<file path="src/hsl_pkg.sv">
// Shared types, constants and helper functions of the HSL to RGB converter.
package hsl_pkg;

    localparam int unsigned LvlW   = 17;
    localparam int unsigned HueW   = 16;
    localparam int unsigned PosW   = 18;
    localparam int unsigned FacW   = 16;
    localparam int unsigned WideW  = 33;
    localparam int unsigned ProdW  = WideW + FacW;
    localparam int unsigned ChanW  = 8;
    localparam int unsigned NumCh  = 3;

    localparam logic [LvlW-1:0] OneQ16  = 17'd65536;
    localparam logic [LvlW-1:0] HalfQ16 = 17'd32768;
    localparam logic [PosW:0]   Turn3   = 19'd196608;
    localparam logic [PosW:0]   Third3  = 19'd65536;
    localparam logic [PosW:0]   TwoThd3 = 19'd131072;

    localparam int unsigned ChRed   = 0;
    localparam int unsigned ChGreen = 1;
    localparam int unsigned ChBlue  = 2;

    typedef struct packed {
        logic [HueW-1:0] hue_turn;
        logic [LvlW-1:0] saturation;
        logic [LvlW-1:0] lightness;
        logic [LvlW-1:0] alpha_in;
    } t_pix_in;

    typedef struct packed {
        logic [LvlW-1:0]                l;
        logic [LvlW-1:0]                s;
        logic [WideW-1:0]               ls;
        logic [NumCh-1:0][FacW-1:0]     fac;
        logic [ChanW-1:0]               grey;
        logic [ChanW-1:0]               alpha;
        logic                           s_zero;
    } t_prep;

    typedef struct packed {
        logic [WideW-1:0]               p;
        logic [WideW-1:0]               diff;
        logic [NumCh-1:0][FacW-1:0]     fac;
        logic [ChanW-1:0]               grey;
        logic [ChanW-1:0]               alpha;
        logic                           s_zero;
    } t_lvl;

    typedef struct packed {
        logic [ChanW-1:0] grey;
        logic [ChanW-1:0] alpha;
        logic             s_zero;
    } t_side;

    function automatic logic [LvlW-1:0] clamp_unit(input logic [LvlW-1:0] v);
        return (v > OneQ16) ? OneQ16 : v;
    endfunction

    // Wraps a hue position that is below two turns back into one turn.
    function automatic logic [PosW-1:0] wrap_pos(input logic [PosW:0] v);
        logic [PosW:0] w;
        w = (v >= Turn3) ? (v - Turn3) : v;
        return w[PosW-1:0];
    endfunction

    // Weight of q against p along the ramp, in units of 1/32768.
    function automatic logic [FacW-1:0] ramp_fac(input logic [PosW-1:0] t);
        logic [PosW:0] tx;
        logic [PosW:0] fall;
        logic [FacW-1:0] f;
        tx   = {1'b0, t};
        fall = TwoThd3 - tx;
        if (tx < 19'd32768) begin
            f = tx[FacW-1:0];
        end else if (tx < 19'd98304) begin
            f = 16'd32768;
        end else if (tx < TwoThd3) begin
            f = fall[FacW-1:0];
        end else begin
            f = '0;
        end
        return f;
    endfunction

endpackage

</file>
<file path="src/hsl_ramp.sv">
// Third stage of one channel: ramp product, then level scaling and rounding.
module hsl_ramp
    import hsl_pkg::*;
(
    input  logic             i_clk,
    input  logic             i_en,
    input  logic [WideW-1:0] i_p,
    input  logic [WideW-1:0] i_diff,
    input  logic [FacW-1:0]  i_fac,
    output logic [ChanW-1:0] o_chan
);

    logic [ProdW-1:0] r_prod;
    logic [WideW-1:0] r_p;
    logic [47:0]      lvl;
    logic [55:0]      scaled;

    always_ff @(posedge i_clk) begin
        if (i_en) begin
            r_prod <= ProdW'(i_diff) * ProdW'(i_fac);
            r_p    <= i_p;
        end
    end

    // The level is scaled by 2^47; times 255 plus one half, then the top bits.
    always_comb begin
        lvl    = {r_p[32:0], 15'd0} + r_prod[47:0];
        scaled = {lvl, 8'd0} - {8'd0, lvl} + 56'h00_4000_0000_0000;
        o_chan = scaled[54:47];
    end

endmodule

</file>
<file path="config.mk">
export PLATFORM = sky130hd
export DESIGN_NAME = hsl_ramp
export DESIGN_NICKNAME = d
export VERILOG_FILES = /design/src/hsl_pkg.sv /design/src/hsl_ramp.sv
export SDC_FILE = /design/constraint.sdc
export NUM_CORES = 1
export LEC_CHECK = 0
export ABC_AREA = 0
export BUFFER_PORTS_ARGS = -buffer_cell sky130_fd_sc_hd__buf_2
export CORE_ASPECT_RATIO = 1.4
export CORE_UTILIZATION = 52
export CTS_CLUSTER_SIZE = 16
export DETAILED_ROUTE_END_ITERATION = 12
export HOLD_SLACK_MARGIN = 0.02
export PLACE_DENSITY_LB_ADDON = 0.05
export SYNTH_ARGS = -nofsm -noshare
export SYNTH_HDL_FRONTEND = slang
export SYNTH_SLANG_ARGS = --single-unit
</file>
<file path="constraint.sdc">
create_clock -name i_clk -period 12.2 [get_ports i_clk]
set_clock_uncertainty 0.15 [all_clocks]
set_input_delay 1.83 -clock i_clk [delete_from_list [all_inputs] [get_ports i_clk]]
set_output_delay 1.83 -clock i_clk [all_outputs]
set_load 0.03 [all_outputs]
</file>
=== Word level (Yosys, flattened, before mapping) ===
Cells that the tools add are included.

* Logic and storage cells: 6
* Output and inout bits: 8
* Register bits after elaboration: 81

* $mul: 1
* $add $sub $neg: 3

{| class="wikitable"
|+ Operator list
! cell !! number
|-
| $add A55 B47 Y55 const B || 1
|-
| $sub A55 B48 Y55 || 1
|-
| $add A48 B48 Y48 || 1
|-
| $mul A33 B16 Y48 || 1
|}

=== Depth between registers and ports, before layout ===
* Depth in word-level cells: 3
* Gate-level depth with buffers: 24

=== Worst setup path after synthesis ===
Ideal clock, no wire load.

* Path type: input port to flip-flop
* From: input port i_diff[11]
* To: register r_prod[41] (data pin)
* Cell stages on the path: 22
* Data arrival time: 7283 ps
* Slack: 4507 ps
* Path through: clkbuf_1 nand2_1 fa_1 fa_1 fa_1 inv_1 fa_1 fa_1 inv_1 fa_1 inv_1 ha_1 buf_6 a21oi_2 a21boi_0 o21ai_0 a311oi_2 o311ai_4 a31oi_2 a221oi_2 o21bai_2 xor2_1

* Word-level cells in the longest chain between the ends: 1

{| class="wikitable"
|+ Ends and longest elaborated chain
! element !! line !! RTL
|-
| start: declaration || hsl_ramp.sv:8 || <nowiki>input logic [WideW-1:0] i_diff,</nowiki>
|-
| $mul A33 B16 Y48 || hsl_ramp.sv:20 || <nowiki>r_prod <= ProdW'(i_diff) * ProdW'(i_fac);</nowiki>
|-
| end signal: assignment || hsl_ramp.sv:20 ||
|-
| end: declaration || hsl_ramp.sv:13 || <nowiki>logic [ProdW-1:0] r_prod;</nowiki>
|}

Every way passes these cells.
A chain may end at the register's enable or synchronous reset.

=== Final worst setup path ===
* From: register r_p[0]
* To: output port o_chan[7]

* Word-level cells in the longest chain between the ends: 3

{| class="wikitable"
|+ Ends and longest elaborated chain
! element !! line !! RTL
|-
| start: declaration || hsl_ramp.sv:14 || <nowiki>logic [WideW-1:0] r_p;</nowiki>
|-
| start signal: assignment || hsl_ramp.sv:21 || <nowiki>r_p <= i_p;</nowiki>
|-
| $add A48 B48 Y48 || hsl_ramp.sv:27 || <nowiki>lvl = {r_p[32:0], 15'd0} + r_prod[47:0];</nowiki>
|-
| $sub A55 B48 Y55 || hsl_ramp.sv:28 || <nowiki>scaled = {lvl, 8'd0} - {8'd0, lvl} + 56'h00_4000_0000_0000;</nowiki>
|-
| $add A55 B47 Y55 || hsl_ramp.sv:28 ||
|-
| end: declaration || hsl_ramp.sv:10 || <nowiki>output logic [ChanW-1:0] o_chan</nowiki>
|}

Every way passes these cells.

==> reports/qor.yml <==
status:
  outcome: "complete, but fails checks"
  violations: "design-rule violations"
die:
  start_util_pct: 53.0
  boundaryPins: 92
  core_area_mm2: 0.0434
  fp.dieH_um: 251
  dieArea_mm2: 0.0451
  die_x_um: 180
  rows: 90
cts:
  cts.clk_slew.worst_paths_ns: 0.07
  hold_buffers: 0
  ctsRootBufferMaster: "clkbuf_16"
  tritoncts: "yes"
  cts.sinks: 81
  cts_buffer_depth: 2
  cts_setup_buffers: 0
  cts_buffers: 9
  htree_num_levels: 3
  cts_resized: 0
job:
  cap_violations: 0
placement:
  dp_hpwl_um: 46400
  gp_congestion: 0.897
  io_buffer_count: 91
global_routing:
  grt-ovfl-total: 0
  globalRouteMet2Util_pct: 48.5
  grt_pass1_vias: 18200
  grt_use_met3_pct: 2.30
  grt_use_total_pct: 26.3
  busiest_layer: "met2"
  grt_pass1_wl_um: 93700
  met1_usage_pct: 33.1
  grt_antenna_before_repair: 0
  grt_max_degree: 66
setup_path:
  crit_chain: "ha_1 > fa_1 > a211oi_1 > nor4_1 > nor2_1 > a211o_1 > a21oi_1 > o21ai_0 > nand2b_1 > a31oi_1 > xor2_1 > ha_1 > ha_1 > nand4_1 > nor3_1 > nand3_1 > a21oi_1 > o32ai_1 > a31oi_2 > o41ai_1 > xor2_1 > xnor2_1 > buf_2"
  cpPeakStageDelay_ns: 0.50
  cp.required_ns: 10.22
  cpMaxStageDelayCell: "nor3_1"
  cp-start-kind: "register"
  path_max_fanout: 4
  cp-end-kind: "output port"
  critPathKind: "register to output port"
  path_common_cell: "ha_1"
  critPathArrivalTime_ns: 6.29
  cp-startpoint: "r_p[0]"
yosys:
  ys_ff_latch: 81
  async_reset_ff_share_pct: 0
  ys.flop_type: "edfxtp_1"
  synthSimpleGateAreaFrac_pct: 16.0
  synthMuxAreaShare_pct: 0.0435
  synth_xor_xnor_area_share_pct: 3.50
  synth_edf_count: 81
  synth_cells: 2504
  synth_fp_nets: 3254
  synth-compound-area-share_pct: 9.25
  syn-cell-area_mm2: 0.0230
  ys_seq_area_share_pct: 10.6
  syn_area_per_cell_um2: 9.18
  synth_adder_area_share_pct: 50.3
  synthDistinctLibCells: 77
  synth_top_family_by_area: "adder cells"
  synth_warnings: 0
drt:
  num_vias: 16700
  drcViolationCount: 5
  finalWirelength_um: 56500
  ant_nets: 0
  drtPass1Iterations: 11
  drt_iter0_drc: 816
  avgViaCountPerCell: 5.46
  wl_per_cell_um: 18.5
final_layout:
  syn2layout_area_growth_pct: 4.10
  nets: 3252
  layout_common_cells: "499 x inv_1, 432 x fa_1, 362 x nand2_1"
  final_common_cell: "inv_1"
  drive_gt1_share_pct: 5.62
  antenna-diode-count: 0
timing:
  slew_headroom_pct: 47.9
  fin_crit_ns: 8.27
  setup_viol: 0
  setup-tns-final_ns: 0
  slew_viol_final: 0
  finalHoldViolations: 0
  rsz0062_at_grt: "false"
  fin_crit_sh_pct: 67.8
  fmax_mhz: 121
  worst_pin_slew_ns: 0.782
hold_path:
  hp-class: "input pin to register"
  min-delay-start: "i_p[29]"
## worst max-delay path: cells and delay by family (launching register included)
kind	cells	cell delay [ns]
and+or+nand+nor	6	1.36
adders and majority gates	4	1.29
buffers and inverters	1	0.22
AOI/OAI and AO/OA	9	2.03
xor gates and xnor gates	3	0.63
DFF	1	0.40
## final timing paths
check              endpoint  slack (ns)  cells past startpoint
setup / recovery  o_chan[7]        3.93                     23
hold / removal      r_p[29]        1.49                      1
## routing by layer
layer  routed length, um  share of wire (%)
met5                   0                  0
met2               29300                 52
met1               24000                 43
met4                1130                2.0
met3                2010                3.6
## sequential cells by signal, indices dropped and copies added (netlist names)
register	flops
r_p	33
r_prod	48
## synth_stat cells, types with 9 or more instances
library cell / number / area share [%]
inv_1: 499 / 8.1
fa_1: 432 / 38
nand2_1: 362 / 5.9
ha_1: 234 / 13
and2_1: 211 / 5.7
a21oi_1: 89 / 1.9
clkbuf_1: 88 / 1.4
edfxtp_1: 81 / 11
xnor2_1: 56 / 2.1
a21o_1: 53 / 1.7
o21ai_0: 49 / 1.1
nor2_1: 37 / 0.60
xor2_1: 36 / 1.4
nand3_1: 30 / 0.65
nand4_1: 23 / 0.63
nor2b_1: 21 / 0.57
nor3_1: 18 / 0.39
a31oi_1: 15 / 0.41
o21bai_1: 13 / 0.42
nand2b_1: 12 / 0.33
o21a_1: 9 / 0.29
o21ai_1: 9 / 0.20
## cell families after synthesis
logic type	after synthesis
buf+inv	604
fa+ha+maj	666
flops	81
simple gates	748
xor+xnor	92
mux	1
compound gates	312
## stage by stage
| step | hold WS, ns | std cells | area [um2] | utilization [%] | setup WS [ns] |
|---|---|---|---|---|---|
| after global routing | 1.48 | 3059 | 23900 | 55.2 | 3.56 |
| after floorplan | 1.78 | 2504 | 23000 | - | 4.51 |
| after CTS | 1.47 | 3059 | 23900 | 55.2 | 3.89 |
| after global placement | 1.86 | 3043 | 23700 | 54.6 | 3.76 |
| after detailed placement | 1.86 | 3043 | 23700 | 54.6 | 3.67 |
| final | 1.49 | 3059 | 23900 | 55.2 | 3.93 |
## layout make-up
type / count / area, um2
clock inverters: 7 / 52.6
clock buffers: 9 / 225
repair buffers: 92 / 465
fillers: 3980 / 19400
flip-flops and latches: 81 / 2430
well taps: 552 / 691
multi-input cells: 1819 / 18200
inverters: 499 / 1870
Power is left out: the tool's default activity adds up to more than one toggle a clock period on the data nets, which glitch-free logic cannot reach.
