## src/hsl_pkg.sv

```systemverilog
// Shared types, constants and helper functions of the HSL to RGB converter.
package hsl_pkg;

    localparam int unsigned LvlW   = 17;
    localparam int unsigned HueW   = 16;
    localparam int unsigned PosW   = 18;
    localparam int unsigned FacW   = 16;
    localparam int unsigned WideW  = 33;
    localparam int unsigned ProdW  = WideW + FacW;
    localparam int unsigned ChanW  = 8;
    localparam int unsigned NumCh  = 3;

    localparam logic [LvlW-1:0] OneQ16  = 17'd65536;
    localparam logic [LvlW-1:0] HalfQ16 = 17'd32768;
    localparam logic [PosW:0]   Turn3   = 19'd196608;
    localparam logic [PosW:0]   Third3  = 19'd65536;
    localparam logic [PosW:0]   TwoThd3 = 19'd131072;

    localparam int unsigned ChRed   = 0;
    localparam int unsigned ChGreen = 1;
    localparam int unsigned ChBlue  = 2;

    typedef struct packed {
        logic [HueW-1:0] hue_turn;
        logic [LvlW-1:0] saturation;
        logic [LvlW-1:0] lightness;
        logic [LvlW-1:0] alpha_in;
    } t_pix_in;

    typedef struct packed {
        logic [LvlW-1:0]                l;
        logic [LvlW-1:0]                s;
        logic [WideW-1:0]               ls;
        logic [NumCh-1:0][FacW-1:0]     fac;
        logic [ChanW-1:0]               grey;
        logic [ChanW-1:0]               alpha;
        logic                           s_zero;
    } t_prep;

    typedef struct packed {
        logic [WideW-1:0]               p;
        logic [WideW-1:0]               diff;
        logic [NumCh-1:0][FacW-1:0]     fac;
        logic [ChanW-1:0]               grey;
        logic [ChanW-1:0]               alpha;
        logic                           s_zero;
    } t_lvl;

    typedef struct packed {
        logic [ChanW-1:0] grey;
        logic [ChanW-1:0] alpha;
        logic             s_zero;
    } t_side;

    function automatic logic [LvlW-1:0] clamp_unit(input logic [LvlW-1:0] v);
        return (v > OneQ16) ? OneQ16 : v;
    endfunction

    // Wraps a hue position that is below two turns back into one turn.
    function automatic logic [PosW-1:0] wrap_pos(input logic [PosW:0] v);
        logic [PosW:0] w;
        w = (v >= Turn3) ? (v - Turn3) : v;
        return w[PosW-1:0];
    endfunction

    // Weight of q against p along the ramp, in units of 1/32768.
    function automatic logic [FacW-1:0] ramp_fac(input logic [PosW-1:0] t);
        logic [PosW:0] tx;
        logic [PosW:0] fall;
        logic [FacW-1:0] f;
        tx   = {1'b0, t};
        fall = TwoThd3 - tx;
        if (tx < 19'd32768) begin
            f = tx[FacW-1:0];
        end else if (tx < 19'd98304) begin
            f = 16'd32768;
        end else if (tx < TwoThd3) begin
            f = fall[FacW-1:0];
        end else begin
            f = '0;
        end
        return f;
    endfunction

endpackage

```

## src/hsl_prep.sv

```systemverilog
// First stage: clamping, l*s product, hue positions, grey and alpha values.
module hsl_prep
    import hsl_pkg::*;
(
    input  logic    i_clk,
    input  logic    i_en,
    input  t_pix_in i_pix,
    output t_prep   o_prep
);

    t_prep             r_prep;
    t_prep             n_prep;
    logic [LvlW-1:0]   l_c;
    logic [LvlW-1:0]   s_c;
    logic [LvlW-1:0]   a_c;
    logic [2*LvlW-1:0] ls_full;
    logic [PosW-1:0]   h3;
    logic [24:0]       l255;
    logic [24:0]       a255;
    logic [24:0]       grey_sum;

    always_comb begin
        l_c      = clamp_unit(i_pix.lightness);
        s_c      = clamp_unit(i_pix.saturation);
        a_c      = clamp_unit(i_pix.alpha_in);
        ls_full  = l_c * s_c;
        h3       = {1'b0, i_pix.hue_turn, 1'b0} + {2'b00, i_pix.hue_turn};
        l255     = {l_c, 8'd0} - {8'd0, l_c};
        a255     = {a_c, 8'd0} - {8'd0, a_c};
        grey_sum = l255 + 25'd32768;

        n_prep               = '0;
        n_prep.l             = l_c;
        n_prep.s             = s_c;
        n_prep.ls            = ls_full[WideW-1:0];
        n_prep.fac[ChRed]    = ramp_fac(wrap_pos({1'b0, h3} + Third3));
        n_prep.fac[ChGreen]  = ramp_fac(h3);
        n_prep.fac[ChBlue]   = ramp_fac(wrap_pos({1'b0, h3} + TwoThd3));
        n_prep.grey          = grey_sum[23:16];
        n_prep.alpha         = a255[23:16];
        n_prep.s_zero        = (s_c == '0);
    end

    always_ff @(posedge i_clk) begin
        if (i_en) begin
            r_prep <= n_prep;
        end
    end

    assign o_prep = r_prep;

endmodule

```

## config.mk

```make
export PLATFORM = sky130hd
export DESIGN_NAME = hsl_prep
export DESIGN_NICKNAME = d
export VERILOG_FILES = /design/src/hsl_pkg.sv /design/src/hsl_prep.sv
export SDC_FILE = /design/constraint.sdc
export NUM_CORES = 1
export LEC_CHECK = 0
export ABC_CLOCK_PERIOD_IN_PS = 8800
export BUFFER_PORTS_ARGS = -buffer_cell sky130_fd_sc_hd__buf_2
export CORE_MARGIN = 2
export CORE_UTILIZATION = 31
export DETAILED_ROUTE_END_ITERATION = 16
export HOLD_SLACK_MARGIN = 0.1
export PLACE_DENSITY_LB_ADDON = 0.15
export SLEW_MARGIN = 20
export SYNTH_ARGS = -nofsm -noshare
export SYNTH_HDL_FRONTEND = slang
export SYNTH_SLANG_ARGS = --single-unit
```

## constraint.sdc

```tcl
create_clock -name i_clk -period 8.8 [get_ports i_clk]
set_input_delay 1.32 -clock i_clk [delete_from_list [all_inputs] [get_ports i_clk]]
set_output_delay 1.32 -clock i_clk [all_outputs]
set_load 0.05 [all_outputs]
```

### Yosys cells after proc, flatten, opt, wreduce, memory -nomap -nowiden

Cells that the tools add are included.

| storage, ports and cells | value |
|---|---|
| register bits | 132 |
| output and inout bits | 132 |
| input port bits | 69 |
| logic and storage cells | 50 |

| operators by class | value |
|---|---|
| muxes and demuxes | 14 |
| add/subtract/negate cells | 11 |
| multipliers | 1 |
| reductions and logical operators | 1 |
| magnitude comparators | 14 |

Operator list:

| kind | count |
|---|---|
| 2-to-1 mux 16 bit | 9 |
| < comparator 18 x 16 -> 1 bit, second input constant | 3 |
| < comparator 18 x 17 -> 1 bit, second input constant | 3 |
| < comparator 18 bit, second input constant | 3 |
| > comparator 17 bit, second input constant | 3 |
| 2-to-1 mux 17 bit | 3 |
| subtractor 1 x 16 -> 16 bit, first input constant | 3 |
| subtractor 24 x 17 -> 24 bit | 2 |
| >= comparator 19 x 18 -> 1 bit, second input constant | 2 |
| 2-to-1 mux 18 bit | 2 |
| subtractor 18 bit, second input constant | 2 |
| multiplier 17 x 17 -> 33 bit | 1 |
| adder 24 x 16 -> 24 bit, second input constant | 1 |
| adder 18 x 17 -> 19 bit, second input constant | 1 |
| adder 18 x 18 -> 19 bit, second input constant | 1 |
| adder 17 x 16 -> 18 bit | 1 |
| logical NOT 17 bit | 1 |

### Logic depth before layout (Yosys ltp)

Gate-level depths: netlist of the first run.

| logic depth | value |
|---|---|
| depth in word-level cells | 8 |
| gate-level depth with buffers | 27 |
| depth with buffers taken out | 26 |

### Worst setup path after synthesis of the first run

No wires, ideal clock.

| timing path | value |
|---|---|
| path kind | input to register |
| start | in i_pix[43] (netlist bit) |
| end | reg r_prep (netlist bit o_prep[96]), data pin |
| arrival time | 7.631 ns |
| stages on the path | 25 |
| library setup time | 0.258 ns |
| required time | 8.542 ns |
| setup slack | 0.911 ns |
| path buffers | 1 |
| cells stage by stage | nor4_1 > nand4_1 > nand2_1 > nand2_1 > inv_1 > clkbuf_1 > nand2_1 > fa_1 > fa_1 > fa_1 > inv_1 > fa_1 > fa_1 > inv_1 > fa_1 > inv_1 > ha_1 > a21o_1 > a2111oi_0 > o2111ai_1 > nand2_1 > o221ai_1 > or4_1 > a31oi_1 > xnor2_1 |

RTL lines:

| item | RTL line | text |
|---|---|---|
| start, declared | hsl_prep.sv:7 | `input t_pix_in i_pix,` |
| end signal, assigned | hsl_prep.sv:46 | `r_prep <= n_prep;` |
| end, declared | hsl_prep.sv:11 | `t_prep r_prep;` |

### Worst setup path in the final report of the first run

| timing path | value |
|---|---|
| start | in i_pix[48] (netlist bit) |
| end | reg r_prep (netlist bit o_prep[96]), data pin |

| between the ends | value |
|---|---|
| longest elaborated chain between the ends | 3 |

Ends and longest elaborated chain:

| item | RTL line | text |
|---|---|---|
| > comparator 17 bit | hsl_pkg.sv:56 | `return (v > OneQ16) ? OneQ16 : v;` |
| 2-to-1 mux 17 bit (*) | hsl_pkg.sv:56 |  |
| multiplier 17 x 17 -> 33 bit (*) | hsl_prep.sv:26 | `ls_full = l_c * s_c;` |
| via ls_full[31] | hsl_prep.sv:16 | `logic [2*LvlW-1:0] ls_full;` |

Mark *: on every way through the listed nets, which the timed path passes. The rest lies on a longest branch.
A chain may end at the register's enable or synchronous reset.

==> reports/metrics.cfg, run 1 <==
[sta]
finalSetupTns_ns=0
final-hold-violation-count=0
slew_headroom=0.283
fin_crit_ns=8.43
postLayoutSetupSlackWorst_ns=0.371
setup-violations-final=0
period_share=0.958
hold_ws_ns=1.19
worst_pin_slew_ns=1.07
final-max-slew-violation-count=0
fmax_ghz=0.119

[final_layout]
drive_gt1_frac=0.170
seq_area_um2=3960
num-nets-final=2436
final_cell_area_um2=19400
multi_input_area_um2=11100
largest_register_ffs=132
synthToLayoutAreaGrowth_pct=17.3
fillers=5402
diodes=0

[die]
rows=84
io_pins=201
fp.coreArea_um2=52700
die_x_um=235
initial_core_util=0.314
die_h_um=235
die_area_um2=55200

[setup_path]
path_max_fanout=5
worstSetupEndpointType=register
cp.required_ns=9.04
startpoint=i_pix[48]
critPathLaunchType=input pin
arrival_ns=8.67
path_class=in -> reg

[route]
vias_per_cell=4.88
drt_wl_total_mm=49.5
drtIter0Drc=742
final_antenna_net_count=0
avgRoutedWirePerCell_um=18.5
drcViolationCount=0
vias=13114
drt-pass1-iter-count=6

[synth]
synth_seq_cells=132
yosys.area_share.simple=0.153
ys_seq_area_frac=0.240
ys_async_sr_fraction=0
synth_edf_count=132
synth_top_family_by_area=adder cells
synth_compound_area_frac=0.0938
synthCells=1748
synth_flop_cell=edfxtp_1
synth.area.top_cells=fa_1 (27%), edfxtp_1 (24%), ha_1 (12%)
ys_types=78
synth_top_area_frac=0.271
yosys_warnings=0
synth_area_per_cell_um2=9.45
syn-num-nets=2199
synthMuxAreaShare=0.00257
synth_top_area_cell=fa_1
synth_common_cells=inv_1 (330), fa_1 (224), nand2_1 (217), ha_1 (158), nor2_1 (146)
synth_xor_area_frac=0.0285
synth_fa_ha_area_frac=0.391
synth.most_common_cell=inv_1
syn_area_um2=16500

[worst_hold_path]
min_to=o_prep[4]
hold_start=i_pix[11]
hold_path_depth=3
hold_path_class=in -> reg

[clock_network]
clockRootBuffer=clkbuf_16
cts_setup_buffers=0
h-tree-depth=4
clk_pin_slew_ns=0.07
clockBufferDepth=2
clock-sinks=132
cts_tree=yes
cts_buffers=17

[run]
maxCapViolCount=0

[placement]
preCtsSetupSlack_ns=-0.436
dpl-instance-area_um2=18800
gp_congestion=0.879
hpwl_mm=40.5
io_buffers=200

[global_routing]
grt_overflow=0
grt_pass1_vias=13614
track_usage=0.183
antenna_found_initial=0
grt_pass1_wl_mm=78.0
grt_max_degree=74

[power]
irDropWorstVdd_v=0.000181
power_density_nw_per_um2=177
power_w=0.00343
p_leak_nw=9.21

[run_status]
outcome=finished clean

[stage by stage]
step / cells / util
detailed placement: 2654 / 0.356
CTS: 2685 / 0.368
global route: 2685 / 0.368
finish: 2685 / 0.368
floorplan: 1748 / -
global placement: 2654 / 0.356
[how the worst max path moves through the flow]
stage / endpoint / slack [ns]
finish: o_prep[96] / 0.37
global placement: o_prep[96] / -0.39
CTS: o_prep[96] / 0.08
global route: o_prep[97] / -0.02
floorplan: o_prep[96] / 0.91
detailed placement: o_prep[96] / -0.44
[cells in the final DEF, fill, tap and decap left out, drive strengths merged, types with 23 or more instances in the layout]
| master | n |
|---|---|
| a21oi | 74 |
| and2 | 23 |
| buf | 281 |
| edfxtp | 132 |
| fa | 224 |
| ha | 158 |
| inv | 335 |
| nand2 | 217 |
| nand2b | 31 |
| nand3 | 23 |
| nor2 | 146 |
| nor2b | 25 |
| o21ai | 26 |
| o22ai | 31 |
| xnor2 | 37 |
[worst max-delay path, cell delays in order]
cell and delay [ns]:
buf_2 0.13, nor4_2 0.54, nand4_1 0.33, nand2_1 0.22
nand2_1 0.13, inv_1 0.11, buf_4 0.16, nand2_1 0.07
fa_1 0.52, fa_1 0.44, fa_1 0.53, inv_1 0.05
fa_1 0.48, fa_1 0.55, inv_1 0.06, fa_1 0.53
inv_1 0.04, ha_1 0.35, a2111oi_1 0.50, o2111ai_1 0.24
buf_4 0.22, nand2_1 0.14, o221ai_1 0.22, or4_1 0.51
a31oi_1 0.21, xnor2_1 0.08
[report_power, final]
part           internal, W  switching, W
logic             0.000590       0.00119
clock network     0.000449      0.000315
registers         0.000850     0.0000364
[cells by family (layout without fill, tap and decap cells)]
kind of cell | after synthesis | count (layout)
adders and majority gates | 382 | 382
AOI/OAI and AO/OA | 233 | 233
muxes | 4 | 4
buffers and inverters | 399 | 648
DFF | 132 | 132
xor gates and xnor gates | 53 | 53
and+or+nand+nor | 545 | 545
[area by class of cell]
type                            count  area share
Sequential cell                   132       0.205
Inverter                          336      0.0651
Timing Repair Buffer              281      0.0834
Clock buffer                       18      0.0221
Tap cell                          688      0.0444
Clock inverter                     13     0.00904
Multi-Input combinational cell   1217       0.571
[layer usage]
layer  vias to the layer above  GRT usage  wire (µm)
met5                         -          0          0
met4                         0     0.0456        812
met3                        47     0.0325       2610
met2                       393      0.307      24200
met1                      6533      0.245      21900
li1                       6141          -          -
[repair_timing]
action / 4_1_cts / 5_1_grt
gates resized for setup: 0 / 3
setup endpoints to repair: 0 / 4
hold buffers: 0 / 0
Note: power is estimated with default switching activity, not from simulation.
==> run 2, diff against run 1 <==
--- a/config.mk
+++ b/config.mk
@@ -11,7 +11,8 @@
 export CORE_UTILIZATION = 31
 export DETAILED_ROUTE_END_ITERATION = 16
 export HOLD_SLACK_MARGIN = 0.1
-export PLACE_DENSITY_LB_ADDON = 0.15
+export PLACE_DENSITY = 0.45
+export RECOVER_POWER = 100
 export SLEW_MARGIN = 20
 export SYNTH_ARGS = -nofsm -noshare
 export SYNTH_HDL_FRONTEND = slang
==> run 2 against run 1 <==
  * The run now ends with capacitance limit, slew limit left
  * Count of clock-buffer cells in the layout decreased by 1
  * Clock power decreased by 2%
  * Critical path depth decreased by 1
  * Combinational power decreased by 4%
  * Power decreased by 2.7%
  * Sequential share of layout area increased by 0.48 points
  * Critical endpoint unchanged
  * Largest cell class unchanged
==> reports/metrics.cfg, run 2 (same netlist as run 1, synthesis figures left out) <==
[clock_network]
h-tree-depth=4  ; unchanged
clock-sinks=132  ; unchanged
clockBufferDepth=2  ; unchanged
ctsHoldBuffers=0  ; unchanged
clockRootBuffer=clkbuf_16
cts.repair.resized=0  ; unchanged
cts_setup_buffers=0  ; unchanged
cts_buffers=17  ; unchanged
clk_pin_slew_ns=0.07  ; about the same
cts_tree=yes

[route]
final_antenna_net_count=0  ; unchanged
drtIter0Drc=755  ; +1.8%
wl_met2_mm=24.4  ; +0.57%
vias=13019  ; -0.72%
avgRoutedWirePerCell_um=18.5  ; +0.47%
drt_wl_total_mm=49.5  ; about the same
route.met3.wl_mm=2.29  ; -12%
vias_per_cell=4.87  ; -0.20%
top_layer_used=met4
drt-pass1-iter-count=5  ; -1
wl_met1_mm=22.1  ; +0.81%
drcViolationCount=0  ; unchanged

[run_status]
violations=capacitance limit, slew limit
outcome=complete, but fails checks

[setup_path]
critical_path.slowest_cell=clkbuf_1
path_max_fanout=18  ; +13
critPathTopFamily=adder cells
worstSetupEndpointType=register
cp.required_ns=9.04  ; about the same
path_common_cell=fa_1
critPathLaunchType=input pin
path_class=in -> reg
path_buf_inv=8  ; +1
arrival_ns=8.57  ; -0.10 ns
slowest_delay_ns=0.82  ; +0.27 ns

[final_layout]
largest_register_ffs=132  ; unchanged
diodes=0  ; unchanged
stdcell_count=2671  ; -0.52%
final_common_cell=inv_1
drive_gt1_frac=0.0772  ; -0.0926
num-nets-final=2421  ; -0.62%
final_cell_mix=inv_1 (330), fa_1 (224), nand2_1 (217), clkbuf_1 (167), ha_1 (158)
synthToLayoutAreaGrowth_pct=14.6
fillers=5543  ; +2.6%

[worst_hold_path]
hold_path_class=in -> reg
hold_start=i_pix[25]
hold_path_depth=2  ; -1
min_to=o_prep[123]

[sta]
setup-violations-final=0  ; unchanged
period_share=0.946  ; -0.0115
finalSetupTns_ns=0  ; unchanged
fin_crit_ns=8.33  ; -0.101 ns
postLayoutSetupSlackWorst_ns=0.472  ; +0.101 ns
rsz0062_at_grt=no
worst_pin_slew_ns=3.87  ; +2.80 ns
final-hold-violation-count=0  ; unchanged
slew_headroom=-1.58  ; -1.86
final-max-slew-violation-count=135  ; +135
fmax_ghz=0.120  ; +1.2%

[placement]
hpwl_mm=40.2  ; -0.74%
place_inst=2639  ; -0.57%
gp_congestion=0.860  ; -2.2%
io_buffers=200  ; unchanged
preCtsSetupSlack_ns=0.171  ; +0.607 ns

[die]
io_pins=201  ; unchanged
rows=84  ; unchanged
die_x_um=235  ; unchanged
fp.coreArea_um2=52700  ; unchanged
initial_core_util=0.314  ; unchanged
die_area_um2=55200  ; unchanged
die_h_um=235  ; unchanged

[run]
maxCapViolCount=2  ; +2

[power]
irDropWorstVdd_v=0.000153  ; -16%
power_density_nw_per_um2=176  ; -0.36%
power_w=0.00334  ; -2.7%
p_leak_nw=8.64  ; -6.3%

[global_routing]
antenna_found_initial=0  ; unchanged
grt_overflow=0  ; unchanged
grt_pass1_vias=13610  ; -0.029%
grt_max_degree=71  ; -4.1%
grt_pass1_wl_mm=78.2  ; +0.26%
track_usage=0.184  ; +0.000499

==> run 2: area by class of cell <==
type / count / area (µm²) / area share
multi-input cells: 1217 / 11000 / 0.583
flip-flops and latches: 132 / 3960 / 0.209
repair buffers: 266 / 1220 / 0.0647
inverters: 336 / 1260 / 0.0666
clock inverters: 15 / 165 / 0.00872
clock buffers: 17 / 425 / 0.0225
well taps: 688 / 861 / 0.0455
==> run 2: how the worst max path moves through the flow <==
stage | end | slack, ns | startpoint | depth (start not counted)
3_5_place_dp | o_prep[96] | 0.17 | i_pix[43] | 28
4_1_cts | o_prep[96] | 0.66 | i_pix[43] | 28
2_1_floorplan | o_prep[96] | 0.91 | i_pix[43] | 25
5_1_grt | o_prep[96] | 0.06 | i_pix[50] | 24
6_report | o_prep[96] | 0.47 | i_pix[50] | 25
3_3_place_gp | o_prep[96] | 0.39 | i_pix[42] | 28
==> run 2: metrics by stage <==
stage               utilization  cell area, µm²  hold WS [ns]
floorplan                     -           16500          1.43
global placement          0.354           18700          1.66
detailed placement        0.354           18700          1.67
CTS                       0.365           19200          1.16
global route              0.360           18900          1.18
finish                    0.360           18900          1.18
==> run 2: routing by layer <==
layer,track usage,up-vias
li1,-,6112
met1,0.243,6545
met2,0.314,314
met3,0.0316,48
met4,0.0428,0
met5,0,-
==> run 2: power breakdown <==
group / switching (W) / total [W] / internal (W) / leakage (nW)
Clock: 0.000347 / 0.000748 / 0.000401 / 0.284
Sequential: 0.0000425 / 0.000896 / 0.000853 / 1.28
Combinational: 0.00117 / 0.00170 / 0.000523 / 7.07
