<file path="config.mk">
export PLATFORM = sky130hd
export DESIGN_NAME = hsl_level
export DESIGN_NICKNAME = d
export VERILOG_FILES = /design/src/hsl_pkg.sv /design/src/hsl_level.sv
export SDC_FILE = /design/constraint.sdc
export NUM_CORES = 1
export LEC_CHECK = 0
export ABC_AREA = 1
export BUFFER_PORTS_ARGS = -buffer_cell sky130_fd_sc_hd__clkbuf_2
export CORE_MARGIN = 3
export CORE_UTILIZATION = 58
export DETAILED_ROUTE_END_ITERATION = 6
export PLACE_DENSITY = 0.85
export SLEW_MARGIN = 30
export SYNTH_ARGS = -nofsm -noshare
export SYNTH_HDL_FRONTEND = slang
export SYNTH_SLANG_ARGS = --single-unit
export TNS_END_PERCENT = 100
</file>
<file path="constraint.sdc">
create_clock -name i_clk -period 8.5 [get_ports i_clk]
set_input_delay 2.55 -clock i_clk [delete_from_list [all_inputs] [get_ports i_clk]]
set_output_delay 2.55 -clock i_clk [all_outputs]
set_load 0.005 [all_outputs]
</file>
<file path="src/hsl_pkg.sv">
// Shared types, constants and helper functions of the HSL to RGB converter.
package hsl_pkg;

    localparam int unsigned LvlW   = 17;
    localparam int unsigned HueW   = 16;
    localparam int unsigned PosW   = 18;
    localparam int unsigned FacW   = 16;
    localparam int unsigned WideW  = 33;
    localparam int unsigned ProdW  = WideW + FacW;
    localparam int unsigned ChanW  = 8;
    localparam int unsigned NumCh  = 3;

    localparam logic [LvlW-1:0] OneQ16  = 17'd65536;
    localparam logic [LvlW-1:0] HalfQ16 = 17'd32768;
    localparam logic [PosW:0]   Turn3   = 19'd196608;
    localparam logic [PosW:0]   Third3  = 19'd65536;
    localparam logic [PosW:0]   TwoThd3 = 19'd131072;

    localparam int unsigned ChRed   = 0;
    localparam int unsigned ChGreen = 1;
    localparam int unsigned ChBlue  = 2;

    typedef struct packed {
        logic [HueW-1:0] hue_turn;
        logic [LvlW-1:0] saturation;
        logic [LvlW-1:0] lightness;
        logic [LvlW-1:0] alpha_in;
    } t_pix_in;

    typedef struct packed {
        logic [LvlW-1:0]                l;
        logic [LvlW-1:0]                s;
        logic [WideW-1:0]               ls;
        logic [NumCh-1:0][FacW-1:0]     fac;
        logic [ChanW-1:0]               grey;
        logic [ChanW-1:0]               alpha;
        logic                           s_zero;
    } t_prep;

    typedef struct packed {
        logic [WideW-1:0]               p;
        logic [WideW-1:0]               diff;
        logic [NumCh-1:0][FacW-1:0]     fac;
        logic [ChanW-1:0]               grey;
        logic [ChanW-1:0]               alpha;
        logic                           s_zero;
    } t_lvl;

    typedef struct packed {
        logic [ChanW-1:0] grey;
        logic [ChanW-1:0] alpha;
        logic             s_zero;
    } t_side;

    function automatic logic [LvlW-1:0] clamp_unit(input logic [LvlW-1:0] v);
        return (v > OneQ16) ? OneQ16 : v;
    endfunction

    // Wraps a hue position that is below two turns back into one turn.
    function automatic logic [PosW-1:0] wrap_pos(input logic [PosW:0] v);
        logic [PosW:0] w;
        w = (v >= Turn3) ? (v - Turn3) : v;
        return w[PosW-1:0];
    endfunction

    // Weight of q against p along the ramp, in units of 1/32768.
    function automatic logic [FacW-1:0] ramp_fac(input logic [PosW-1:0] t);
        logic [PosW:0] tx;
        logic [PosW:0] fall;
        logic [FacW-1:0] f;
        tx   = {1'b0, t};
        fall = TwoThd3 - tx;
        if (tx < 19'd32768) begin
            f = tx[FacW-1:0];
        end else if (tx < 19'd98304) begin
            f = 16'd32768;
        end else if (tx < TwoThd3) begin
            f = fall[FacW-1:0];
        end else begin
            f = '0;
        end
        return f;
    endfunction

endpackage

</file>
<file path="src/hsl_level.sv">
// Second stage: the two levels q and p, passed on as p and q - p.
module hsl_level
    import hsl_pkg::*;
(
    input  logic  i_clk,
    input  logic  i_en,
    input  t_prep i_prep,
    output t_lvl  o_lvl
);

    t_lvl        r_lvl;
    t_lvl        n_lvl;
    logic [33:0] q;
    logic [33:0] l2;
    logic [33:0] p;
    logic [33:0] diff;

    always_comb begin
        if (i_prep.l <= HalfQ16) begin
            q = {1'b0, i_prep.l, 16'd0} + {1'b0, i_prep.ls};
        end else begin
            q = {({1'b0, i_prep.l} + {1'b0, i_prep.s}), 16'd0} - {1'b0, i_prep.ls};
        end
        l2   = {i_prep.l, 17'd0};
        p    = l2 - q;
        diff = {q[32:0], 1'b0} - l2;

        n_lvl        = '0;
        n_lvl.p      = p[WideW-1:0];
        n_lvl.diff   = diff[WideW-1:0];
        n_lvl.fac    = i_prep.fac;
        n_lvl.grey   = i_prep.grey;
        n_lvl.alpha  = i_prep.alpha;
        n_lvl.s_zero = i_prep.s_zero;
    end

    always_ff @(posedge i_clk) begin
        if (i_en) begin
            r_lvl <= n_lvl;
        end
    end

    assign o_lvl = r_lvl;

endmodule

</file>
# Word level (Yosys, flattened, before mapping)
# Cells that the tools add are included.
[word_totals] ff_bits=131 inputBits=134 out_inout_bits=131 elab_cells=15
[classes] add_sub_neg=5 order_cmp=1 muxes=1
[ops] operator="subtractor 33 bit" n=3
[ops] operator="adder 33 bit" n=1
[ops] operator="2-to-1 mux 33 bit" n=1
[ops] operator="adder 17 bit" n=1
[ops] operator="less-or-equal comparator 17 x 16 -> 1 bit (second input constant)" n=1

# Logic depth before layout (Yosys ltp)
# Gate-level depths: netlist (run 1).
[logic_depth] ltp_word=4 depth_mapped=32 ltp_nobuf=32

# Worst setup path after synthesis (run 1)
# No wires, ideal clock.
[synth_path] path_kind="input to register" from="in i_prep[98] (netlist name)" to="reg r_lvl (netlist bit o_lvl[129]), data pin" setup_time_ns=0.252 arrival_ns=6.356 required_time_ns=8.248 slack_ns=1.891 path_stages=27 path_buffers=0 path_cell_list="ha_1 fa_1 nand2_1 nand3_1 nand3_1 nand2_1 nand2_1 nand3_1 a21boi_0 xnor2_1 ha_1 nand2_1 nor2_1 nand2_1 or3_1 o211ai_1 nand2_1 nand3_1 nand2_1 ha_1 inv_1 nor3_1 nand2_1 nor4_1 nand2_1 nand3_1 nand2_1"
[synth_between] elab_chain_len=4
[synth_lines] item="start: declaration" line="hsl_level.sv:7" source="input t_prep i_prep,"
[synth_lines] item="adder 17 bit" line="hsl_level.sv:22" source="q = {({1'b0, i_prep.l} + {1'b0, i_prep.s}), 16'd0} - {1'b0, i_prep.ls};"
[synth_lines] item="subtractor 33 bit" line="hsl_level.sv:22"
[synth_lines] item="2-to-1 mux 33 bit" line="hsl_level.sv:19" source="if (i_prep.l <= HalfQ16) begin"
[synth_lines] item="subtractor 33 bit" line="hsl_level.sv:25" source="p = l2 - q;"
[synth_lines] item="net p[31]" line="hsl_level.sv:15" source="logic [33:0] p;"
[synth_lines] item="end signal: assignment" line="hsl_level.sv:39" source="r_lvl <= n_lvl;"
[synth_lines] item="end: declaration" line="hsl_level.sv:11" source="t_lvl r_lvl;"
# The timed path passes the listed nets, and every way through them passes these cells.
# A chain may end at the register's enable or synchronous reset.

# Worst setup path in the final report (run 1)
[layout_path] from="in i_prep[115] (netlist name)" to="reg r_lvl (netlist bit o_lvl[130]), data pin"
[layout_between] elab_chain_len=4 word_cells_on_any_way=6 cone_classes="add/sub: 4; order compare: 1; mux: 1"
[layout_lines] item="adder 17 bit" line="hsl_level.sv:22"
[layout_lines] item="subtractor 33 bit" line="hsl_level.sv:22"
[layout_lines] item="2-to-1 mux 33 bit" line="hsl_level.sv:19"
[layout_lines] item="subtractor 33 bit *" line="hsl_level.sv:25"
[layout_lines] item="net p[32]" line="hsl_level.sv:15"
# The timed path passes the listed nets; every way through them passes the cells marked *.

==> results of run 1 <==
==> logic make-up (layout without fill, tap and decap cells) <==
family | after synthesis | after routing | share of synthesized area (%)
AOI/OAI and AO/OA | 166 | 166 | 9.60
xor gates and xnor gates | 57 | 57 | 5.11
adders and majority gates | 82 | 82 | 10.7
buffers and inverters | 196 | 485 | 7.71
DFF | 129 | 129 | 39.6
other | 1 | 1 | 0.0384
and+or+nand+nor | 619 | 619 | 27.2
==> layout by cell type (no fill, tap or decap), types with 4 or more instances in the layout <==
master	instances
nand2_1	354
clkbuf_2	262
inv_1	188
edfxtp_1	129
nor2_1	114
ha_1	79
a21oi_1	77
nand3_1	76
xor2_1	43
o21ai_0	42
clkbuf_16	17
nand2_2	16
nor2_2	15
xnor2_1	14
o21bai_1	10
nor3_1	10
a21o_1	8
nand4_1	8
a31oi_1	6
inv_6	5
or2_2	4
and2_1	4
nor2_4	4
nand2_4	4
o21ai_1	4
a211oi_1	4
o21a_1	4
inv_8	4
==> stage by stage <==
stage	worst slack [ns]	hold slack, ns
2_1_floorplan	1.89	2.65
4_1_cts	1.45	2.29
3_5_place_dp	1.03	2.73
3_3_place_gp	0.986	2.73
5_1_grt	0.901	2.30
6_report	1.38	2.29
==> per-layer routing <==
layer | track usage [%] | vias up
met5 | 0 | -
met4 | 17.5 | 2
met3 | 6.55 | 131
met2 | 64.0 | 655
met1 | 44.4 | 4469
li1 | - | 4681
==> area by class of cell <==
type	count	area, µm²
clock buffers	17	425
clock inverters	15	166
fillers	1217	4250
inverters	189	709
multi-input cells	925	5150
flip-flops and latches	129	3870
well taps	216	270
repair buffers	264	1330
==> critical path: cells and delay by family <==
family	cells	cell delay [ns]
XOR/XNOR	1	0.15
AO/OA/AOI/OAI	3	0.54
adder cells (fa/ha/maj)	4	1.39
AND/OR/NAND/NOR	18	2.37
buffers and inverters	4	0.32
==> how the worst max path moves through the flow <==
stage,cells past startpoint,start,slack [ns],endpoint
after floorplan,27,i_prep[98],1.89,o_lvl[129]$_DFFE_PP_
after global placement,30,i_prep[115],0.99,o_lvl[130]$_DFFE_PP_
after detailed placement,30,i_prep[115],1.03,o_lvl[130]$_DFFE_PP_
after CTS,30,i_prep[115],1.45,o_lvl[130]$_DFFE_PP_
after global routing,28,i_prep[119],0.90,o_lvl[130]$_DFFE_PP_
final,30,i_prep[115],1.38,o_lvl[130]$_DFFE_PP_
==> report_power, final <==
part / internal [mW] / switching, mW / leakage (nW)
logic: 0.409 / 0.734 / 4.49
clock network: 0.417 / 0.313 / 0.282
registers: 0.849 / 0.0355 / 1.26
==> key figures, run 1 <==
Clocking
  – Postcts setup bufs: 0
  – Clock Path Buffers: 2
  – CTS tree: done
  – CTS Buf Count: 17
  – Cts hold-fix bufs: 0
  – Clock sinks: 129
  – Reg clk slew, reported paths: 0.07 ns
  – Number of gates resized after CTS: 0
  – H-tree depth: 4
  – Root Buffer: clkbuf_16

Power
  – Peak supply drop: 0.157 mV
  – Total power: ~2.8 mW
  – Power Density: 231 nW/µm²
  – Leakage: 6.04 nW

Hold path
  – HP Start: i_prep[42]
  – Worst min path class: in -> reg
  – Hold path endpoint: o_lvl[42]$_DFFE_PP_
  – WHS Path Cells: 1

Synth
  – Sequential fraction of the synthesis area: 39.6%
  – Top-count cell post-synth: nand2_1
  – Synth area leaders: edfxtp_1, nand2_1, ha_1
  – Unique cell type count in the Yosys netlist: 45
  – Post-synth EDFFs: 129
  – Synth top area share: 39.6%
  – Most area-hungry cell type in the Yosys netlist: edfxtp_1
  – Synth async-reset ratio: 0%
  – Syn Nets: 1466
  – Synth Instances: ~1.3k
  – Flops & latches, synth: 129
  – Post-synth top cells: nand2_1, inv_1, edfxtp_1
  – Synthesized area: 9770 µm²
  – Synthesized area per cell: 7.82 µm²
  – Most used flip-flop cell after synthesis: edfxtp_1
  – Synth warnings: 0

Route
  – Via count: 9938
  – Routed WL: 34.3 mm
  – Drt first pass iters: 7
  – WL met3: 3.40 mm
  – Wl on met1: about 13 mm
  – Wire per inst: 19.6 µm
  – Top routing layer in use: met5
  – Via density: 5.66
  – Drt drc: 3
  – 1st-iter DRT viols: 1109
  – Met2 routed WL: 16.6 mm
  – Routed Antenna Nets: 0

Placed design
  – Hpwl dp: approximately 27 mm
  – Routability congestion estimate: 1.01
  – Area after DPL: 11300 µm²
  – Placed cells: 1723
  – Count of input and output buffers: 263

Timing
  – RSZ-0062 raised after global routing: false
  – Post-route minimum period: 7.12 ns
  – Hold Vio Cnt, Final: 0
  – Final period util: 83.8%
  – Fin Setup TNS: 0 ns
  – Slew Limit Headroom: 48.6%
  – Max Clk Rate: 140 MHz
  – Slew Limit Fails: 0
  – Final setup fails: 0
  – Worst slew pin tran: 0.771 ns

Floorplanning
  – Rows: 46
  – Die Width: 136 µm
  – Area of the die: approximately 18000 µm²
  – Die height: 136 µm
  – Ports: 265
  – Core Area: 16200 µm²
  – Initial Util: between 60% and 70%

Run status
  – Status: complete, but fails checks
  – Failing checks: DRC

Cells and area
  – Core Util, Final: 73.7%
  – Max reg flops: 129
  – Final net count: about 1.7k
  – Layout cell share with drive strength beyond 1: between 20 and 25%
  – Area growth, synth to finish: 22.0%
  – Diodes inserted: 0
  – Final cell count without fillers: 1755
  – Design Area, Final: 11900 µm²

Setup path
  – Largest stage delay, worst path: 0.42 ns
  – WP data arrival: 7.31 ns
  – Critical path's slowest cell: fa_1
  – Crit-path max FO: 6
  – Endpoint class of the critical path: flip-flop
  – Critical path's most frequent cell: nand2_1
  – Worst setup SP type: primary input
  – CP Data Required Time: ~8.7 ns
  – Critical path start-end classification: in -> reg

Global routing
  – Largest net degree at the start of global routing: 88
  – Total grt overflow: 0
  – First-pass GRT wire length: slightly above 50 mm
  – Initial antenna violation count: 1
  – Tot GR Track Use: a little under two fifths
  – Vias in the first global route: 9539

Job
  – Maxcap violations: 0
Note: power is estimated with default switching activity, not from simulation.
==> inputs of run 2 (changes only) <==
--- a/config.mk
+++ b/config.mk
@@ -8,9 +8,9 @@
 export ABC_AREA = 1
 export BUFFER_PORTS_ARGS = -buffer_cell sky130_fd_sc_hd__clkbuf_2
 export CORE_MARGIN = 3
-export CORE_UTILIZATION = 58
+export CORE_UTILIZATION = 49
 export DETAILED_ROUTE_END_ITERATION = 6
-export PLACE_DENSITY = 0.85
+export PLACE_DENSITY = 0.76
 export SLEW_MARGIN = 30
 export SYNTH_ARGS = -nofsm -noshare
 export SYNTH_HDL_FRONTEND = slang
==> constraint.sdc (replaced) <==
create_clock -name i_clk -period 6 [get_ports i_clk]
set_input_delay 1.8 -clock i_clk [delete_from_list [all_inputs] [get_ports i_clk]]
set_output_delay 1.8 -clock i_clk [all_outputs]
set_load 0.005 [all_outputs]
==> key figures, run 2 (synthesized netlist as in run 1, its figures left out) <==
Run status
  – Status: finished clean

Power
  – Part of the power in registers: between 20 and 30%
  – Leakage: between 6 and 7 nW
  – Comb pwr share: 46.6%
  – Peak supply drop: ~0.25 mV
  – Internal power: 2.72 mW
  – Power Density: 322 nW/µm²
  – Switching share of total power: 36.2%
  – Switch Pwr: 1.54 mW
  – Clock share of power: 24.2%

Setup path
  – Crit-path max FO: 4
  – Worst setup SP type: primary input
  – Critical path start-end classification: in -> reg
  – CP startpoint: i_prep[98]
  – Endpoint class of the critical path: flip-flop
  – WP data arrival: ~5.9 ns
  – CP Data Required Time: 6.14 ns

Floorplanning
  – Rows: 51
  – Initial Util: approximately 50%
  – Core Area: 19500 µm²
  – Die height: 147 µm
  – Area of the die: 21700 µm²
  – Ports: 265
  – Die Width: 147 µm

Route
  – Routed Antenna Nets: 0
  – Drt first pass iters: 5
  – 1st-iter DRT viols: 597
  – Drt drc: 0
  – Via density: between 5 and 6
  – Wire per inst: about 16 µm
  – Via count: approximately 10k
  – Routed WL: 32.0 mm

Timing
  – Fin Setup TNS: 0 ns
  – RSZ-0062 raised after global routing: true
  – Max Clk Rate: 172 MHz
  – Slew Limit Headroom: approximately 53%
  – Worst slew pin tran: 0.700 ns
  – Slew Limit Fails: 0
  – Hold Vio Cnt, Final: 0
  – Post-route minimum period: 5.80 ns
  – Final setup fails: 0
  – Final hold slack: 1.56 ns
  – Final period util: around 97%

Clocking
  – H-tree depth: 4
  – Clock Path Buffers: 2
  – CTS Buf Count: 17
  – Root Buffer: clkbuf_16
  – Clock sinks: 129
  – Reg clk slew, reported paths: 0.06 ns
  – CTS tree: done
  – Cts hold-fix bufs: 0

Cells and area
  – Most common cell after layout, fill and taps aside: nand2_1
  – Layout cell share with drive strength beyond 1: 30.6%
  – Fillers: 1726
  – Final net count: 1890
  – Commonest cells after routing, fill and taps aside: nand2_1, clkbuf_2, inv_1
  – Area growth, synth to finish: 35.4%
  – Max reg flops: 129

Hold path
  – HP Start: i_prep[7]
  – Worst min path class: in -> reg

Global routing
  – First-pass GRT wire length: about 49 mm
  – Vias in the first global route: 9503
  – Tot GR Track Use: 28.8%
  – Largest net degree at the start of global routing: 57
  – Initial antenna violation count: 1
  – Total grt overflow: 0

Placed design
  – Routability congestion estimate: 0.987
  – Count of input and output buffers: around 260
  – Hpwl dp: 26.4 mm

Job
  – Maxcap violations: 0
==> run 2: cell count changes in the layout (fill, tap and decap cells not counted), sizes merged <==
cell,previous run,this run
buf,2,150
clkinv,2,4
inv,198,196
bufinv,1,2
clkinvlp,3,2
diode,0,1
==> run 2: per-stage QoR <==
step                setup WS [ns]  power (mW)  area [µm²]  instances  util [%]
floorplan                   0.141        2.25        9770       1250         -
global placement           -0.429        3.14       12500       1918      63.9
detailed placement         -0.553        3.16       12500       1918      63.9
CTS                        0.0802        4.21       13100       1950      67.0
global route             -0.00781        4.54       13200       1952      67.7
finish                      0.202        4.27       13200       1953      67.8
==> run 2: metal layers <==
layer  up-vias  GRT usage (%)  share of wire (%)
met2       421           53.2                 51
met4         0           9.65                3.3
met3        70           4.29                6.7
li1       4963              -                  -
met5         -              0                  0
met1      4526           34.2                 39
==> run 2: timing repair <==
item                       in CTS  in global routing
buffers inserted                0                  2
gates resized for setup         3                 30
setup endpoints to repair       1                 17
pin swaps                       0                  8
==> run 2: final cells by class <==
class                      instances  area (µm²)  area share, %
inverter                         189         709           5.36
sequential                       129        3870           29.3
clock buffer                      17         425           3.22
multi-input combinational        925        5280           39.9
clock inverter                    15         171           1.30
timing repair buffer             412        2440           18.4
antenna                            1        2.50         0.0189
tap                              265         332           2.51
==> run 2: power by group through the flow <==
stage / registers (mW) / logic, mW / clock network [mW]
after global placement: 1.26 / 1.88 / 0
after detailed placement: 1.26 / 1.90 / 0
after floorplan: 1.28 / 0.969 / 0
after CTS: 1.25 / 1.92 / 1.04
after global routing: 1.25 / 2.19 / 1.10
final: 1.24 / 1.99 / 1.03
==> run 2: worst paths after layout <==
check                                   to  slack [ns]  cells past startpoint
worst max-delay path  o_lvl[128]$_DFFE_PP_        0.20                     27
worst min-delay path    o_lvl[7]$_DFFE_PP_        1.56                      1
==> run 2: worst max-delay path: stages <==
cell,delay (ns)
clkbuf_2,0.08
ha_2,0.21
fa_2,0.35
nand2_1,0.08
nand3_1,0.08
and2_1,0.18
xor2_1,0.15
buf_4,0.14
ha_1,0.27
buf_4,0.14
nand2_1,0.12
o21bai_1,0.10
inv_1,0.06
o21ai_1,0.06
buf_4,0.15
a21oi_1,0.21
nand2_1,0.11
nand3_1,0.10
o21ai_0,0.15
ha_1,0.41
a21oi_2,0.21
o21a_1,0.17
o21ai_0,0.08
a31oi_1,0.26
nand2_1,0.09
nand2_1,0.06
nand2_1,0.09
==> inputs of run 3 (changes only) <==
--- a/config.mk
+++ b/config.mk
@@ -5,12 +5,10 @@
 export SDC_FILE = /design/constraint.sdc
 export NUM_CORES = 1
 export LEC_CHECK = 0
-export ABC_AREA = 1
 export BUFFER_PORTS_ARGS = -buffer_cell sky130_fd_sc_hd__clkbuf_2
-export CORE_MARGIN = 3
-export CORE_UTILIZATION = 49
+export CORE_UTILIZATION = 40
 export DETAILED_ROUTE_END_ITERATION = 6
-export PLACE_DENSITY = 0.76
+export PLACE_DENSITY = 0.65
 export SLEW_MARGIN = 30
 export SYNTH_ARGS = -nofsm -noshare
 export SYNTH_HDL_FRONTEND = slang
==> key figures, run 3 <==
Timing
  – Hold Vio Cnt, Final: 0
  – Slew Limit Fails: 0
  – Worst slew pin tran: 0.845 ns
  – Max Clk Rate: between 150 and 200 MHz
  – Setup ws final: -0.284 ns
  – Final setup fails: 3
  – Post-route minimum period: 6.28 ns
  – Final period util: 105%
  – Slew Limit Headroom: between 40% and 50%
  – RSZ-0062 raised after global routing: true
  – Fin Setup TNS: -0.593 ns

Cells and area
  – Area growth, synth to finish: 42.3%
  – Final cell count without fillers: around 1.6k
  – Layout cell share with drive strength beyond 1: 41.4%
  – Max reg flops: 129
  – Most common cell after layout, fill and taps aside: clkbuf_2
  – Commonest cells after routing, fill and taps aside: clkbuf_2, buf_4, edfxtp_1
  – Design Area, Final: roughly 13000 µm²
  – Final net count: 1482
  – Diodes inserted: 0

Synth
  – Most used flip-flop cell after synthesis: edfxtp_1
  – Top-count cell post-synth: edfxtp_1
  – Post-synthesis simple-gate area fraction: a little over an eighth
  – Post-Synth XOR/XNOR Area: 9.71%
  – Multiplexer share of the synthesized area: 1.29%
  – Sequential fraction of the synthesis area: 43.6%
  – Synthesized area: 8890 µm²
  – Synth Area in Compound Gates: around 16%
  – Post-synthesis adder-cell area fraction: 11.8%
  – Synth async-reset ratio: 0%
  – Most area-hungry cell type in the Yosys netlist: edfxtp_1
  – Unique cell type count in the Yosys netlist: 80
  – Syn Nets: 1056
  – Synth warnings: 0
  – Synth area leaders: edfxtp_1, ha_1, xnor2_1
  – Synth top area share: between 40% and 50%
  – Flops & latches, synth: 129
  – Largest family of logic cells by synthesized area: compound AO/OA/AOI/OAI gates
  – Post-synth EDFFs: 129
  – Synthesized area per cell: 10.6 µm²
  – Post-synth top cells: edfxtp_1, ha_1, inv_1
  – Synth Instances: 840

Power
  – Power Density: 353 nW/µm²
  – Total power: between 4 and 5 mW
  – Leakage: 5.87 nW
  – Peak supply drop: 0.176 mV

Route
  – 1st-iter DRT viols: 356
  – Via count: 7896
  – Routed WL: 24.7 mm
  – Wire per inst: 15.9 µm
  – Drt drc: 0
  – Via density: 5.06
  – Drt first pass iters: 5
  – Routed Antenna Nets: 0

Setup path
  – WP data arrival: 6.44 ns
  – Worst setup SP type: primary input
  – Critical path start-end classification: in -> reg
  – Endpoint class of the critical path: flip-flop
  – Crit-path max FO: 3
  – CP Buf/Inv Count: 2
  – Critical path's slowest cell: o31a_1
  – Worst path top cell family by delay: compound AO/OA/AOI/OAI gates
  – Critical path's most frequent cell: a21oi_2
  – Largest stage delay, worst path: 0.31 ns
  – CP Data Required Time: a little over 6 ns

Hold path
  – Worst min path class: in -> reg
  – WHS Path Cells: 1
  – Hold path endpoint: o_lvl[40]$_DFFE_PP_
  – HP Start: i_prep[40]

Global routing
  – Tot GR Track Use: 21.6%
  – Largest net degree at the start of global routing: 68
  – Total grt overflow: 0
  – Vias in the first global route: ~7.5k
  – First-pass GRT wire length: between 30 and 40 mm
  – Initial antenna violation count: 0

Placed design
  – Count of input and output buffers: 263
  – Routability congestion estimate: between 0.8 and 0.9
  – Area after DPL: 11800 µm²
  – Hpwl dp: 19.9 mm
  – Placed cells: 1517

Floorplanning
  – Core Area: 21800 µm²
  – Die height: 151 µm
  – Die Width: 151 µm
  – Ports: 265
  – Initial Util: 40.8%
  – Area of the die: 22800 µm²
  – Rows: between 50 and 60

Clocking
  – Root Buffer: clkbuf_16
  – Clock sinks: 129
  – CTS tree: done
  – Clock Path Buffers: 2
  – H-tree depth: 4
  – Reg clk slew, reported paths: 0.07 ns
  – Cts hold-fix bufs: 0
  – CTS Buf Count: 17

Run status
  – Failing checks: setup timing
  – Status: complete, but fails checks

Job
  – Maxcap violations: 0
run 3: report_power, final:
group          internal, mW  leakage, nW  switching [mW]
clock                 0.599        0.300           0.462
combinational          1.09         4.31            1.03
sequential             1.23         1.26          0.0478
total                  2.92         5.87            1.54
run 3: cell families after synthesis:
group           after synthesis
compound gates              206
flops                       129
buf+inv                      92
fa+ha+maj                    82
xor+xnor                     97
mux                          11
other cells                   1
simple gates                222
run 3: final cells by class:
class,count,area (µm²)
inverters,72,270
repair buffers,427,2590
multi-input cells,619,4960
clock inverters,15,190
fillers,1913,9170
clock buffers,17,425
flip-flops and latches,129,3870
well taps,280,350
run 3: what timing repair did:
action | 4_1_cts | 5_1_grt
cloned | 0 | 0
pin swaps | 12 | 33
endpoints found under the setup margin | 4 | 10
resized for setup | 13 | 23
buffers inserted | 5 | 5
run 3: layer usage:
layer  GRT usage [%]  part of all wire, %  vias to the layer above
met3            3.67                  5.4                       27
met2            37.1                   48                      248
met5               0                    0                        -
met4            6.90                  1.6                        0
met1            27.6                   45                     3654
li1                -                    -                     3967
run 3: worst max-delay path by stage:
stage / startpoint / to / slack, ns / depth (start not counted)
global placement: i_prep[98] / o_lvl[130]$_DFFE_PP_ / -0.52 / 27
floorplan: i_prep[99] / o_lvl[129]$_DFFE_PP_ / -0.17 / 23
detailed placement: i_prep[99] / o_lvl[130]$_DFFE_PP_ / -0.60 / 27
CTS: i_prep[99] / o_lvl[130]$_DFFE_PP_ / -0.13 / 27
finish: i_prep[116] / o_lvl[130]$_DFFE_PP_ / -0.28 / 28
global route: i_prep[116] / o_lvl[130]$_DFFE_PP_ / -0.54 / 27
run 3: per-stage QoR:
step	worst slack [ns]	hold WS, ns	util (%)
final	-0.284	1.55	58.0
after global routing	-0.545	1.52	58.0
after CTS	-0.127	1.52	57.3
after detailed placement	-0.600	1.98	53.9
after global placement	-0.523	1.98	53.9
after floorplan	-0.167	1.90	-
